[config.mk]
export PLATFORM = sky130hd
export DESIGN_NAME = branch_target_buffer_predictor
export DESIGN_NICKNAME = d
export VERILOG_FILES = /design/src/btb_pkg.sv /design/src/btb_cell.sv /design/src/btb_row.sv /design/src/branch_target_buffer_predictor.sv
export SDC_FILE = /design/constraint.sdc
export NUM_CORES = 1
export LEC_CHECK = 0
export BUFFER_PORTS_ARGS = -buffer_cell sky130_fd_sc_hd__buf_2
export CORE_ASPECT_RATIO = 0.6
export CORE_UTILIZATION = 25
export DETAILED_ROUTE_END_ITERATION = 16
export SLEW_MARGIN = 30
export SYNTH_ARGS = -nofsm -noshare
export SYNTH_HDL_FRONTEND = slang
export SYNTH_SLANG_ARGS = --single-unit
[constraint.sdc]
create_clock -name clk -period 21 [get_ports clk]
set_clock_uncertainty 0.05 [all_clocks]
set_input_delay 1.05 -clock clk [delete_from_list [all_inputs] [get_ports clk]]
set_output_delay 1.05 -clock clk [all_outputs]
set_load 0.05 [all_outputs]
[src/btb_pkg.sv]
// shared types and constants for the branch target buffer predictor
package btb_pkg;

  // address increment on a miss
  localparam int unsigned STEP_BYTES = 4;

  // number of chain outputs on the top level
  localparam int unsigned NUM_OUT = 5;

  // sequencer states
  typedef enum logic [1:0] {
    ST_IDLE,
    ST_WALK,
    ST_UPDATE
  } btb_state_t;

  // lookup status from the entry row
  typedef struct packed {
    logic hit;
    logic hit_exec;
  } btb_lookup_t;

  // update command to the entry row
  typedef struct packed {
    logic write;
    logic flush;
  } btb_update_t;

endpackage

[src/btb_cell.sv]
// one buffer entry: holds a pair, compares it, takes its neighbor's entry on a shift
module btb_cell #(
  parameter int ADDR_BITS = 32
) (
  input  logic                 clk,
  input  logic                 rst,
  input  logic [ADDR_BITS-1:0] lookup_addr,
  input  logic                 shift,
  input  logic                 flush,
  input  logic [ADDR_BITS-1:0] prev_source,
  input  logic [ADDR_BITS-1:0] prev_target,
  input  logic                 prev_exec,
  input  logic                 prev_valid,
  output logic [ADDR_BITS-1:0] source,
  output logic [ADDR_BITS-1:0] target,
  output logic                 from_exec,
  output logic                 valid,
  output logic                 match
);

  // valid bit, cleared by reset and flush
  always_ff @(posedge clk) begin
    if (rst) begin
      valid <= 1'b0;
    end else if (flush) begin
      valid <= 1'b0;
    end else if (shift) begin
      valid <= prev_valid;
    end
  end

  // entry payload
  always_ff @(posedge clk) begin
    if (shift) begin
      source    <= prev_source;
      target    <= prev_target;
      from_exec <= prev_exec;
    end
  end

  // address compare
  assign match = valid && (source == lookup_addr);

endmodule

[src/btb_row.sv]
// row of entry cells with priority hit select and shift control
module btb_row #(
  parameter int ENTRIES   = 8,
  parameter int ADDR_BITS = 32
) (
  input  logic                   clk,
  input  logic                   rst,
  input  logic [ADDR_BITS-1:0]   lookup_addr,
  input  logic [ADDR_BITS-1:0]   wr_source,
  input  logic [ADDR_BITS-1:0]   wr_target,
  input  logic                   wr_exec,
  input  btb_pkg::btb_update_t   update,
  output btb_pkg::btb_lookup_t   status,
  output logic [ADDR_BITS-1:0]   hit_target
);

  logic [ADDR_BITS-1:0] src   [ENTRIES];
  logic [ADDR_BITS-1:0] tgt   [ENTRIES];
  logic [ENTRIES-1:0]   exec_vec;
  logic [ENTRIES-1:0]   valid_vec;
  logic [ENTRIES-1:0]   hit_vec;
  logic [ENTRIES-1:0]   hit_oh;
  logic [ENTRIES-1:0]   shift_mask;
  logic [ENTRIES-1:0]   shift_en;

  // the chain of cells, cell 0 takes the new pair
  for (genvar i = 0; i < ENTRIES; i++) begin : g_cell
    logic [ADDR_BITS-1:0] in_src;
    logic [ADDR_BITS-1:0] in_tgt;
    logic                 in_exec;
    logic                 in_valid;

    if (i == 0) begin : g_head
      assign in_src   = wr_source;
      assign in_tgt   = wr_target;
      assign in_exec  = wr_exec;
      assign in_valid = 1'b1;
    end else begin : g_body
      assign in_src   = src[i-1];
      assign in_tgt   = tgt[i-1];
      assign in_exec  = exec_vec[i-1];
      assign in_valid = valid_vec[i-1];
    end

    btb_cell #(
      .ADDR_BITS(ADDR_BITS)
    ) u_cell (
      .clk        (clk),
      .rst        (rst),
      .lookup_addr(lookup_addr),
      .shift      (shift_en[i]),
      .flush      (update.flush),
      .prev_source(in_src),
      .prev_target(in_tgt),
      .prev_exec  (in_exec),
      .prev_valid (in_valid),
      .source     (src[i]),
      .target     (tgt[i]),
      .from_exec  (exec_vec[i]),
      .valid      (valid_vec[i]),
      .match      (hit_vec[i])
    );
  end

  // lowest-index hit as a one-hot vector
  assign hit_oh = hit_vec & (~hit_vec + ENTRIES'(1));

  // cells at or below the hit shift; all of them on a miss
  assign shift_mask = (|hit_vec) ? (hit_oh | (hit_oh - ENTRIES'(1))) : '1;
  assign shift_en   = update.write ? shift_mask : '0;

  // and-or select of the hit entry
  always_comb begin
    hit_target = '0;
    for (int i = 0; i < ENTRIES; i++) begin
      if (hit_oh[i]) begin
        hit_target = hit_target | tgt[i];
      end
    end
  end

  assign status.hit      = |hit_vec;
  assign status.hit_exec = |(hit_oh & exec_vec);

endmodule

[src/branch_target_buffer_predictor.sv]
// top level: request sequencer, prediction chain walk and result register
// A request is captured, then walked with CHAIN_DEPTH - 1 lookups in the shared entry row
// (one chain address per cycle, each depending on the last), and then the update state
// looks up write_source and applies the insert or flush. All predictions see the
// buffer as it stood before the request. The result register frees the sequencer once
// loaded, so a new request is taken in the cycle after the update even if the result waits;
// the update cycle itself holds while the previous result has not been taken. The buffer
// is a row of ENTRIES cells in most-recent-first order that shift toward the end on insert.
module branch_target_buffer_predictor #(
  parameter int ENTRIES     = 8,
  parameter int CHAIN_DEPTH = 5,
  parameter int ADDR_BITS   = 32
) (
  input  logic                 clk,
  input  logic                 rst,
  input  logic                 in_valid,
  output logic                 in_stall,
  input  logic                 flush,
  input  logic                 write_enable,
  input  logic                 write_from_exec,
  input  logic [ADDR_BITS-1:0] write_source,
  input  logic [ADDR_BITS-1:0] write_target,
  input  logic [ADDR_BITS-1:0] fetch_address,
  output logic                 out_valid,
  input  logic                 out_stall,
  output logic [ADDR_BITS-1:0] predicted_0,
  output logic [ADDR_BITS-1:0] predicted_1,
  output logic [ADDR_BITS-1:0] predicted_2,
  output logic [ADDR_BITS-1:0] predicted_3,
  output logic [ADDR_BITS-1:0] predicted_4
);

  localparam int STEP_W = (CHAIN_DEPTH > 2) ? $clog2(CHAIN_DEPTH) : 1;
  localparam int NOUT   = int'(btb_pkg::NUM_OUT);

  btb_pkg::btb_state_t   state;
  btb_pkg::btb_state_t   state_next;
  btb_pkg::btb_lookup_t  status;
  btb_pkg::btb_update_t  update;

  logic [STEP_W-1:0]    step;
  logic [ADDR_BITS-1:0] cur_addr;
  logic [ADDR_BITS-1:0] chain [CHAIN_DEPTH];
  logic [ADDR_BITS-1:0] pred  [NOUT];
  logic                 flush_q;
  logic                 we_q;
  logic                 exec_q;
  logic [ADDR_BITS-1:0] wsrc_q;
  logic [ADDR_BITS-1:0] wtgt_q;

  logic                 accept;
  logic                 walk_done;
  logic                 out_free;
  logic                 upd_go;
  logic                 refused;
  logic [ADDR_BITS-1:0] lookup_addr;
  logic [ADDR_BITS-1:0] hit_target;
  logic [ADDR_BITS-1:0] next_addr;

  assign in_stall  = (state != btb_pkg::ST_IDLE);
  assign accept    = in_valid && !in_stall;
  assign walk_done = (step == STEP_W'(CHAIN_DEPTH - 1));
  assign out_free  = !out_valid || !out_stall;

  // next state and update control
  always_comb begin
    state_next = state;
    upd_go     = 1'b0;
    case (state)
      btb_pkg::ST_IDLE: begin
        if (accept) begin
          state_next = btb_pkg::ST_WALK;
        end
      end
      btb_pkg::ST_WALK: begin
        if (walk_done) begin
          state_next = btb_pkg::ST_UPDATE;
        end
      end
      btb_pkg::ST_UPDATE: begin
        if (out_free) begin
          upd_go     = 1'b1;
          state_next = btb_pkg::ST_IDLE;
        end
      end
      default: begin
        state_next = btb_pkg::ST_IDLE;
      end
    endcase
  end

  always_ff @(posedge clk) begin
    if (rst) begin
      state <= btb_pkg::ST_IDLE;
    end else begin
      state <= state_next;
    end
  end

  // shared lookup port: chain address while walking, write source on update
  assign lookup_addr = (state == btb_pkg::ST_UPDATE) ? wsrc_q : cur_addr;
  assign next_addr   = status.hit ? hit_target
                                  : cur_addr + ADDR_BITS'(btb_pkg::STEP_BYTES);

  // refuse a fetch-side write over an execute-side entry
  assign refused      = status.hit && status.hit_exec && !exec_q;
  assign update.write = upd_go && we_q && !refused;
  assign update.flush = upd_go && flush_q;

  btb_row #(
    .ENTRIES  (ENTRIES),
    .ADDR_BITS(ADDR_BITS)
  ) u_row (
    .clk        (clk),
    .rst        (rst),
    .lookup_addr(lookup_addr),
    .wr_source  (wsrc_q),
    .wr_target  (wtgt_q),
    .wr_exec    (exec_q),
    .update     (update),
    .status     (status),
    .hit_target (hit_target)
  );

  // request capture
  always_ff @(posedge clk) begin
    if (accept) begin
      flush_q  <= flush;
      we_q     <= write_enable;
      exec_q   <= write_from_exec;
      wsrc_q   <= write_source;
      wtgt_q   <= write_target;
      cur_addr <= fetch_address;
      chain[0] <= fetch_address;
    end else if (state == btb_pkg::ST_WALK) begin
      cur_addr <= next_addr;
    end
  end

  // chain step counter
  always_ff @(posedge clk) begin
    if (rst) begin
      step <= STEP_W'(1);
    end else if (accept) begin
      step <= STEP_W'(1);
    end else if (state == btb_pkg::ST_WALK && !walk_done) begin
      step <= step + STEP_W'(1);
    end
  end

  // chain address store
  for (genvar k = 1; k < CHAIN_DEPTH; k++) begin : g_chain
    always_ff @(posedge clk) begin
      if (state == btb_pkg::ST_WALK && step == STEP_W'(k)) begin
        chain[k] <= next_addr;
      end
    end
  end

  // result register
  always_ff @(posedge clk) begin
    if (rst) begin
      out_valid <= 1'b0;
    end else if (upd_go) begin
      out_valid <= 1'b1;
    end else if (!out_stall) begin
      out_valid <= 1'b0;
    end
  end

  for (genvar k = 0; k < NOUT; k++) begin : g_pred
    if (k < CHAIN_DEPTH) begin : g_used
      always_ff @(posedge clk) begin
        if (upd_go) begin
          pred[k] <= chain[k];
        end
      end
    end else begin : g_zero
      always_ff @(posedge clk) begin
        if (upd_go) begin
          pred[k] <= '0;
        end
      end
    end
  end

  assign predicted_0 = pred[0];
  assign predicted_1 = pred[1];
  assign predicted_2 = pred[2];
  assign predicted_3 = pred[3];
  assign predicted_4 = pred[4];

endmodule

**Yosys cells after proc, flatten, opt, wreduce, memory -nomap -nowiden**

Memories as Yosys holds them, arrays and structs flattened.
Index checks and enable logic that the tools add are counted.

- $add $sub $neg: 4
- Equal/unequal tests: 18
- Mux-type cells: 46
- Bitwise operators: 11
- Reduce and logical (&&, ||, !) cells: 38

Operator list:

| operator | number |
|---|---|
| 32-bit 2-to-1 mux | 16 |
| 32-bit equality test | 8 |
| 32-bit bitwise OR | 7 |
| 32-bit OR reduction | 4 |
| 32-bit by 3-bit adder with 32-bit output, second input constant | 1 |
| 1-bit 2-to-1 mux | 20 |
| 1-bit logical AND | 19 |
| 8-bit AND | 2 |
| 8-bit 2-to-1 mux | 2 |
| 8-bit OR reduction | 2 |
| 3-bit 2-to-1 mux | 4 |
| 8-bit by 1-bit adder with 8-bit output, second input constant | 1 |
| 8-bit NOT | 1 |
| 8-bit bitwise OR | 1 |
| 8-bit by 1-bit subtractor with 8-bit output, second input constant | 1 |
| 3-bit by 2-bit equality test with 1-bit output, second input constant | 2 |
| 1-bit zero test | 6 |
| 2-bit 2-to-1 mux | 3 |
| 2-bit != test, second input constant | 3 |
| 2-bit case mux with 3 select lines | 1 |
| 2-bit nonzero test | 2 |
| 2-bit OR reduction | 2 |
| 3-bit by 1-bit adder with 3-bit output, second input constant | 1 |
| 3-bit by 1-bit equality test with 1-bit output, second input constant | 1 |
| 7 further kinds | 7 |

- Register bits after elaboration: 633
- RAM bits: 320
- Input port bits: 103
- Output and inout port bits: 162
- Logic and storage cells: 160
- Memories: 2

Memories:

| name | depth | bits a word | read ports | clocked after Yosys merged registers in | write ports | RTL line | RTL |
|---|---|---|---|---|---|---|---|
| chain | 5 | 32 | 5 | 0 | 1 | branch_target_buffer_predictor.sv:43 | `logic [ADDR_BITS-1:0] chain [CHAIN_DEPTH];` |
| pred | 5 | 32 | 5 | 0 | 5 | branch_target_buffer_predictor.sv:44 | `logic [ADDR_BITS-1:0] pred [NOUT];` |

**Depth between registers and ports, before layout**

Gate-level depths: netlist (run 1).

- Word-level depth: 27
- Mapped depth: 19

**By module**

Synthesis (run 1) repeated with hierarchy kept, for this count alone.

- Cells, all modules: 1,915
- Area total of the unflattened synthesis: 35,165.0 um2

Modules (own cells, without submodules):

| module | times used | cells each | area each (um2) |
|---|---|---|---|
| btb_cell | 8 | 112 | 2,342.2 |
| branch_target_buffer_predictor | 1 | 778 | 14,749.1 |
| btb_row | 1 | 241 | 1,677.9 |

**Worst setup path before layout (run 1)**

Ideal clock, no wire load.

- Path kind: register -> register
- Start: reg state[0]
- End: reg u_row.g_cell[2].u_cell.valid
- Arrival: 14.989 ns
- Path slack: 5.659 ns
- Cell stages (with the launch flop): 14
- Buffers on the path: 5
- Cells stage by stage: dfxtp_1 > nand2b_1 > buf_2 > buf_2 > clkbuf_1 > buf_2 > buf_2 > a21oi_1 > nand2_1 > a21o_1 > a41oi_1 > nand2_1 > o41ai_2 > mux2i_1

RTL lines:

| element | RTL line | RTL |
|---|---|---|
| start, declared | branch_target_buffer_predictor.sv:36 | `btb_pkg::btb_state_t state;` |
| start signal, assigned | branch_target_buffer_predictor.sv:94 | `state <= btb_pkg::ST_IDLE;` |
| start signal, assigned | branch_target_buffer_predictor.sv:96 | `state <= state_next;` |
| 2-bit equality test | branch_target_buffer_predictor.sv:69 | `case (state)` |
| 1-bit 2-to-1 mux | branch_target_buffer_predictor.sv:69 |  |
| named net upd_go | branch_target_buffer_predictor.sv:54 | `logic upd_go;` |
| 1-bit logical AND (2 in a row) | branch_target_buffer_predictor.sv:107 | `assign update.write = upd_go && we_q && !refused;` |
| 8-bit 2-to-1 mux | btb_row.sv:70 | `assign shift_en = update.write ? shift_mask : '0;` |
| named net u_row.g_cell[2].u_cell.shift | btb_cell.sv:8 | `input logic shift,` |
| end signal, assigned | btb_cell.sv:28 | `valid <= prev_valid;` |
| end, declared | btb_cell.sv:17 | `output logic valid,` |

The timed path passes the listed nets, and every way through them passes these cells.
A chain may end at the register's enable or synchronous reset.

**Final worst setup path (run 1)**

- Start: reg state[1]
- End: reg u_row.g_cell[5].u_cell.source[4], enable pin

- Word-level cells in the longest chain between the ends: 14

Ends and longest elaborated chain:

| element | RTL line | RTL |
|---|---|---|
| 2-bit equality test * | branch_target_buffer_predictor.sv:69, branch_target_buffer_predictor.sv:101 |  |
| branches (longest 12 deep; another with 8-bit by 1-bit adder with 8-bit output) | - |  |
| 8-bit 2-to-1 mux * | btb_row.sv:70 |  |
| named net u_row.g_cell[5].u_cell.shift | btb_cell.sv:8 |  |
| end signal, assigned | btb_cell.sv:35 | `source <= prev_source;` |
| end, declared | btb_cell.sv:14 | `output logic [ADDR_BITS-1:0] source,` |

Mark *: on every way through the listed nets, which the timed path passes.

==> results.toml, run 1 <==
[worst_setup_path]
path_max_fanout = 65
arrival_ps = 8050
critical_path_class = "reg -> reg"
cp-start-kind = "flop"
required_ps = 21310
worstSetupEndpointType = "flop"

[synth]
yosysTopAreaCellShare_pct = 72.6
yosys_warnings = 0
synth_cell_type_count = 94
synth_flop_cell = "edfxtp_1"
syn_avg_cell_area_um2 = 15.6
syn_nets = 2605
synth_edf_count = 939
ys_ff_latch = 953
synth_top_cell_by_area = "edfxtp_1"
synthesis.area_um2 = 38900
async_flop_share_pct = 0
ys_seq_area_share_pct = 73.3
synthTopCellsByArea = "edfxtp_1, xnor2_1, nor2_1, nor2b_1, nor4_1"
synthCells = 2496

[clock_network]
cts-buffers-inserted = 95
post_cts_buffers = 0
clk_pin_slew_worst_paths_ps = 70
clk_latency_ps = 750
clock-sinks = 953
clockBufferDepth = 3
tritoncts = "done"
cts-resized-gates = 0
htreeDepth = 3
clockRootBuffer = "clkbuf_16"
postCtsHoldBufs = 0

[routing]
via_count = 25100
ant_nets = 0
drc = 0
avgRoutedWirePerCell_um = 29.1
first_pass_iters = 8
viasPerCell = 5.06
drt_iter0_drc = 4057
wirelength_um = 144000

[floorplanning]
fp.coreArea_um2 = 153000
fp.dieW_um = 511
die_area_um2 = 157000
die_h_um = 307
initial_core_util_pct = 25.3
rows = 111
pin_count = 265

[power_and_ir_drop]
p_leak_nw = 14.7
power_density_nw_per_um2 = 91.3
vdd_ir_drop_max_mv = 0.0640

[sta]
whs_ps = 352
fin_crit_ps = 7740
hold_violations = 0
setup_viol = 0
fmax_mhz = 129
slew_headroom_pct = 19.9
rsz0062_at_grt = "no"
finalMaxSlewViolations = 0
finalCritPeriodShare_pct = 36.9
setup_tns_ps = 0
worstMarginPinSlew_ps = 1200

[grt]
grt_max_degree = 158
track_usage_pct = 17.7
antenna_found_initial = 21
grt_pass1_vias = 22500
grt_pass1_wl_um = 192000
overflow = 0

[final_layout]
final_cells = 4953
final_cell_area_um2 = 46200
drive_gt1_share_pct = 20.3
nets = 2947
layout_common_cells = "edfxtp_1, buf_2, xnor2_1"
final_common_cell = "edfxtp_1"
syn_to_final_growth_pct = 19.0

[job]
cap_viol_max_count = 0

[placement]
gp_congestion = 0.995
port_buffers = 264
hpwl_um = 109000
placed_area_um2 = 43100
dp_cells = 4772

[min_path]
hold_class = "reg -> reg"

[outcome]
status = "finished, final reports clean"
==> path summary, 6_finish.rpt <==
check / from / endpoint / slack [ps] / cells past startpoint
setup reg to reg: state[1]$_SDFFE_PP0P_ / u_row.g_cell[5].u_cell.source[4]$_DFFE_PP_ / 13260 / 17
setup / recovery: state[1]$_SDFFE_PP0P_ / u_row.g_cell[5].u_cell.source[4]$_DFFE_PP_ / 13260 / 17
hold / removal: chain[0][12]$_DFFE_PP_ / pred[0][12]$_DFFE_PP_ / 350 / 0
hold reg to reg: chain[0][12]$_DFFE_PP_ / pred[0][12]$_DFFE_PP_ / 350 / 0
==> cell usage after synthesis (52+ instances only) <==
cell type    n
nor4_1      76
inv_1       89
xnor2_1    198
nor2_1     158
clkbuf_1    62
nor2b_1     87
o21ai_0     61
edfxtp_1   939
nor3_1      52
nand2_1     94
nand3_1     53
o31ai_1     56
==> metrics by stage <==
stage | power, mW | util [%] | worst slack [ps]
CTS | 4.24 | 30.1 | 13240
global placement | 2.54 | 28.0 | 13350
detailed placement | 2.54 | 28.1 | 13270
global route | 4.33 | 30.1 | 12910
floorplan | 2.35 | - | 5660
finish | 4.22 | 30.1 | 13260
==> registers in the layout, summed over array words and instances, names as in the netlist <==
name,flops
u_row.g_cell.u_cell.from_exec,8
pred,160
wtgt_q,32
u_row.g_cell.u_cell.source,256
step,3
chain,160
flush_q,1
u_row.g_cell.u_cell.target,256
state,2
cur_addr,32
wsrc_q,32
we_q,1
exec_q,1
u_row.g_cell.u_cell.valid,8
out_valid,1
==> area by class of cell <==
cell class,count,area [um2]
tap,2034,2540
sequential,953,28500
inverter,91,347
clock inverter,62,598
antenna,2,5.00
clock buffer,114,2460
timing repair buffer,348,2060
fill,15200,107000
multi-input combinational,1349,9750
==> kinds of logic after synthesis <==
group                      synth area share [%]
adders and majority gates                 0.193
and+or+nand+nor                            8.87
muxes                                      1.83
AOI/OAI and AO/OA                          8.20
buffers and inverters                      2.16
DFF                                        73.3
xor gates and xnor gates                   5.46
==> worst max-delay path: stages, from the launching register on <==
cell,delay (ps)
dfxtp_1,460
nor2b_4,750
buf_4,700
buf_4,710
mux2i_2,920
xnor2_1,210
nor4b_1,380
nand4_1,200
nor2_2,200
buf_4,400
nor3_2,90
buf_4,300
and3_1,210
buf_4,250
nand2_1,270
a21oi_2,210
nor2_4,140
buf_4,720
==> power by group <==
group / internal (mW) / switching, mW
sequential: 2.12 / 0.0390
combinational: 0.104 / 0.257
clock: 0.922 / 0.783
==> per-layer routing <==
| metal | vias to the layer above | part of all wire (%) | routed length (um) | track usage [%] |
|---|---|---|---|---|
| met2 | 1740 | 36 | 51300 | 21.0 |
| met5 | - | 0.085 | 123 | 0 |
| met1 | 12700 | 47 | 67500 | 28.0 |
| met3 | 177 | 16 | 22600 | 8.01 |
| li1 | 10400 | - | - | - |
| met4 | 20 | 1.6 | 2350 | 3.40 |
Note: power is estimated with default switching activity, not from simulation.
==> inputs of run 2 (changes only) <==
--- a/config.mk
+++ b/config.mk
@@ -5,6 +5,7 @@
 export SDC_FILE = /design/constraint.sdc
 export NUM_CORES = 1
 export LEC_CHECK = 0
+export ABC_AREA = 1
 export BUFFER_PORTS_ARGS = -buffer_cell sky130_fd_sc_hd__buf_2
 export CORE_ASPECT_RATIO = 0.6
 export CORE_UTILIZATION = 25
==> constraint.sdc (replaced) <==
create_clock -name clk -period 7.95 [get_ports clk]
set_clock_uncertainty 0.05 [all_clocks]
set_input_delay 0.3975 -clock clk [delete_from_list [all_inputs] [get_ports clk]]
set_output_delay 0.3975 -clock clk [all_outputs]
set_load 0.05 [all_outputs]
==> results.toml, run 2 <==
[sta]
finalCritPeriodShare_pct = 75.2
fmax_mhz = 167
rsz0062_at_grt = "no"
fin_crit_ps = 5980
slew_headroom_pct = 33.3
finalWorstSetupSlack_ps = 1970
finalMaxSlewViolations = 0
setup_viol = 0
hold_violations = 0
whs_ps = 347
worstMarginPinSlew_ps = 999
setup_tns_ps = 0

[power_and_ir_drop]
power_density_nw_per_um2 = 236
p_leak_nw = 17.2
vdd_ir_drop_max_mv = 0.152

[final_layout]
final_core_util_pct = 30.5
final_cell_area_um2 = 45300
nets = 3564
layout_common_cells = "edfxtp_1, nand2_1, inv_1"
final_common_cell = "edfxtp_1"
drive_gt1_share_pct = 14.3
syn_to_final_growth_pct = 20.2
biggestRegsByFlops = "u_row.g_cell.u_cell.source x256, u_row.g_cell.u_cell.target x256"

[worst_setup_path]
critical_path_class = "reg -> reg"
r2r_start = "state[0]$_SDFFE_PP0P_"
endpoint = "u_row.g_cell[3].u_cell.target[13]$_DFFE_PP_"
reg2reg_depth = 22
arrival_ps = 6280
rr_endpoint = "u_row.g_cell[3].u_cell.target[13]$_DFFE_PP_"
crit_start = "state[0]$_SDFFE_PP0P_"
worstSetupEndpointType = "flop"
rrSetupSlack_ps = 1970
required_ps = 8250
path_max_fanout = 36
cp-start-kind = "flop"

[clock_network]
cts-buffers-inserted = 85
postCtsHoldBufs = 102
clockBufferDepth = 3
post_cts_buffers = 0
clockRootBuffer = "clkbuf_16"
htreeDepth = 3
clk_latency_ps = 720
clock-sinks = 953
cts-resized-gates = 0
tritoncts = "done"
clk_pin_slew_worst_paths_ps = 70

[job]
cap_viol_max_count = 0

[routing]
viasPerCell = 4.49
first_pass_iters = 6
ant_nets = 0
drt_iter0_drc = 3415
drc = 0
avgRoutedWirePerCell_um = 24.0
wirelength_um = 132000
via_count = 24800

[synth]
synth_top_cell_by_area = "edfxtp_1"
async_flop_share_pct = 0
synthTopCellsByArea = "edfxtp_1, nand2_1, inv_1, nand3_1, nor2_1"
ys_ff_latch = 953
ys_top_cells_by_count = "edfxtp_1, nand2_1, inv_1, nand3_1, nor2_1"
yosysMostFrequentCell = "edfxtp_1"
synth_flop_cell = "edfxtp_1"
synthCells = 3023
synth_edf_count = 939
synthesis.area_um2 = 37700
yosys_warnings = 0
yosysTopAreaCellShare_pct = 74.8
ys_seq_area_share_pct = 75.6
synth_cell_type_count = 44
syn_avg_cell_area_um2 = 12.5
syn_nets = 3132

[placement]
port_buffers = 264
hpwl_um = 100000
placed_area_um2 = 41600
gp_congestion = 1.04
dp_slack_ps = 2120

[floorplanning]
rows = 109
pin_count = 265
fp.dieW_um = 503
fp.coreArea_um2 = 148000
initial_core_util_pct = 25.4
die_h_um = 303
die_area_um2 = 152000

[grt]
overflow = 0
grt_pass1_wl_um = 181000
antenna_found_initial = 9
grt_max_degree = 79
grt_pass1_vias = 23200
track_usage_pct = 17.1

[min_path]
hold_class = "in -> reg"

[outcome]
status = "finished, final reports clean"
run 2: worst min path at each step:
| stage | from | end | slack (ps) | depth (start not counted) |
|---|---|---|---|---|
| 5_1_grt | write_target[12] | wtgt_q[12]$_DFFE_PP_ | 330 | 2 |
| 4_1_cts | write_target[12] | wtgt_q[12]$_DFFE_PP_ | 310 | 2 |
| 3_3_place_gp | chain[0][15]$_DFFE_PP_ | pred[0][15]$_DFFE_PP_ | 350 | 0 |
| 3_5_place_dp | chain[0][118]$_DFFE_PP_ | pred[0][118]$_DFFE_PP_ | 350 | 0 |
| 2_1_floorplan | chain[0][0]$_DFFE_PP_ | pred[0][0]$_DFFE_PP_ | 350 | 0 |
| 6_report | write_target[12] | wtgt_q[12]$_DFFE_PP_ | 350 | 2 |
run 2: cells by family after synthesis:
logic type | after synthesis | synth area share [%]
AO/OA/AOI/OAI | 183 | 2.73
XOR/XNOR | 82 | 1.91
adder cells (fa/ha/maj) | 6 | 0.199
buffers and inverters | 357 | 3.82
flip-flops | 953 | 75.6
multiplexers | 1 | 0.0266
AND/OR/NAND/NOR | 1441 | 15.8
run 2: per-layer routing:
layer  share of wire (%)  vias up  track usage, %
li1                    -    11100               -
met1                  47    12300            25.8
met2                  39     1230            22.9
met3                  13      119            7.00
met4                 1.3        6            2.58
met5               0.022        -               0
run 2: area by class of cell:
| cell class | count | area, um2 |
|---|---|---|
| antenna | 2 | 5.00 |
| clock buffer | 100 | 2190 |
| clock inverter | 55 | 513 |
| fill | 15100 | 103000 |
| inverter | 299 | 1150 |
| multi-input combinational | 1713 | 7810 |
| sequential | 953 | 28500 |
| tap | 1998 | 2500 |
| timing repair buffer | 403 | 2670 |
run 2: worst max-delay path, cell delays in order, from the launching register on:
cell and delay (ps):
dfxtp_1 340, inv_2 80, nand2_4 310, buf_4 370, nand2_1 350, nand2_1 460
nand2_1 220, nand2_1 100, nor2_1 90, nand2_1 100, nor2_1 480, nand3_4 470
nand3_1 340, nor2_1 110, nand3_1 90, nand2_1 50, inv_1 50, nand3_1 80
nand2_2 150, nand3_1 160, clkinv_2 70, buf_4 500, buf_4 510
run 2: stage by stage:
stage,instances,total power [mW]
2_1_floorplan,3023,6.13
3_3_place_gp,5264,6.60
3_5_place_dp,5264,6.60
4_1_cts,5521,10.7
5_1_grt,5521,11.0
6_report,5523,10.7
run 2: power by group:
| part | switching, mW | internal, mW | total (mW) |
|---|---|---|---|
| combinational | 0.657 | 0.209 | 0.867 |
| clock | 1.96 | 2.14 | 4.10 |
| sequential | 0.117 | 5.59 | 5.71 |
| total | 2.74 | 7.94 | 10.7 |
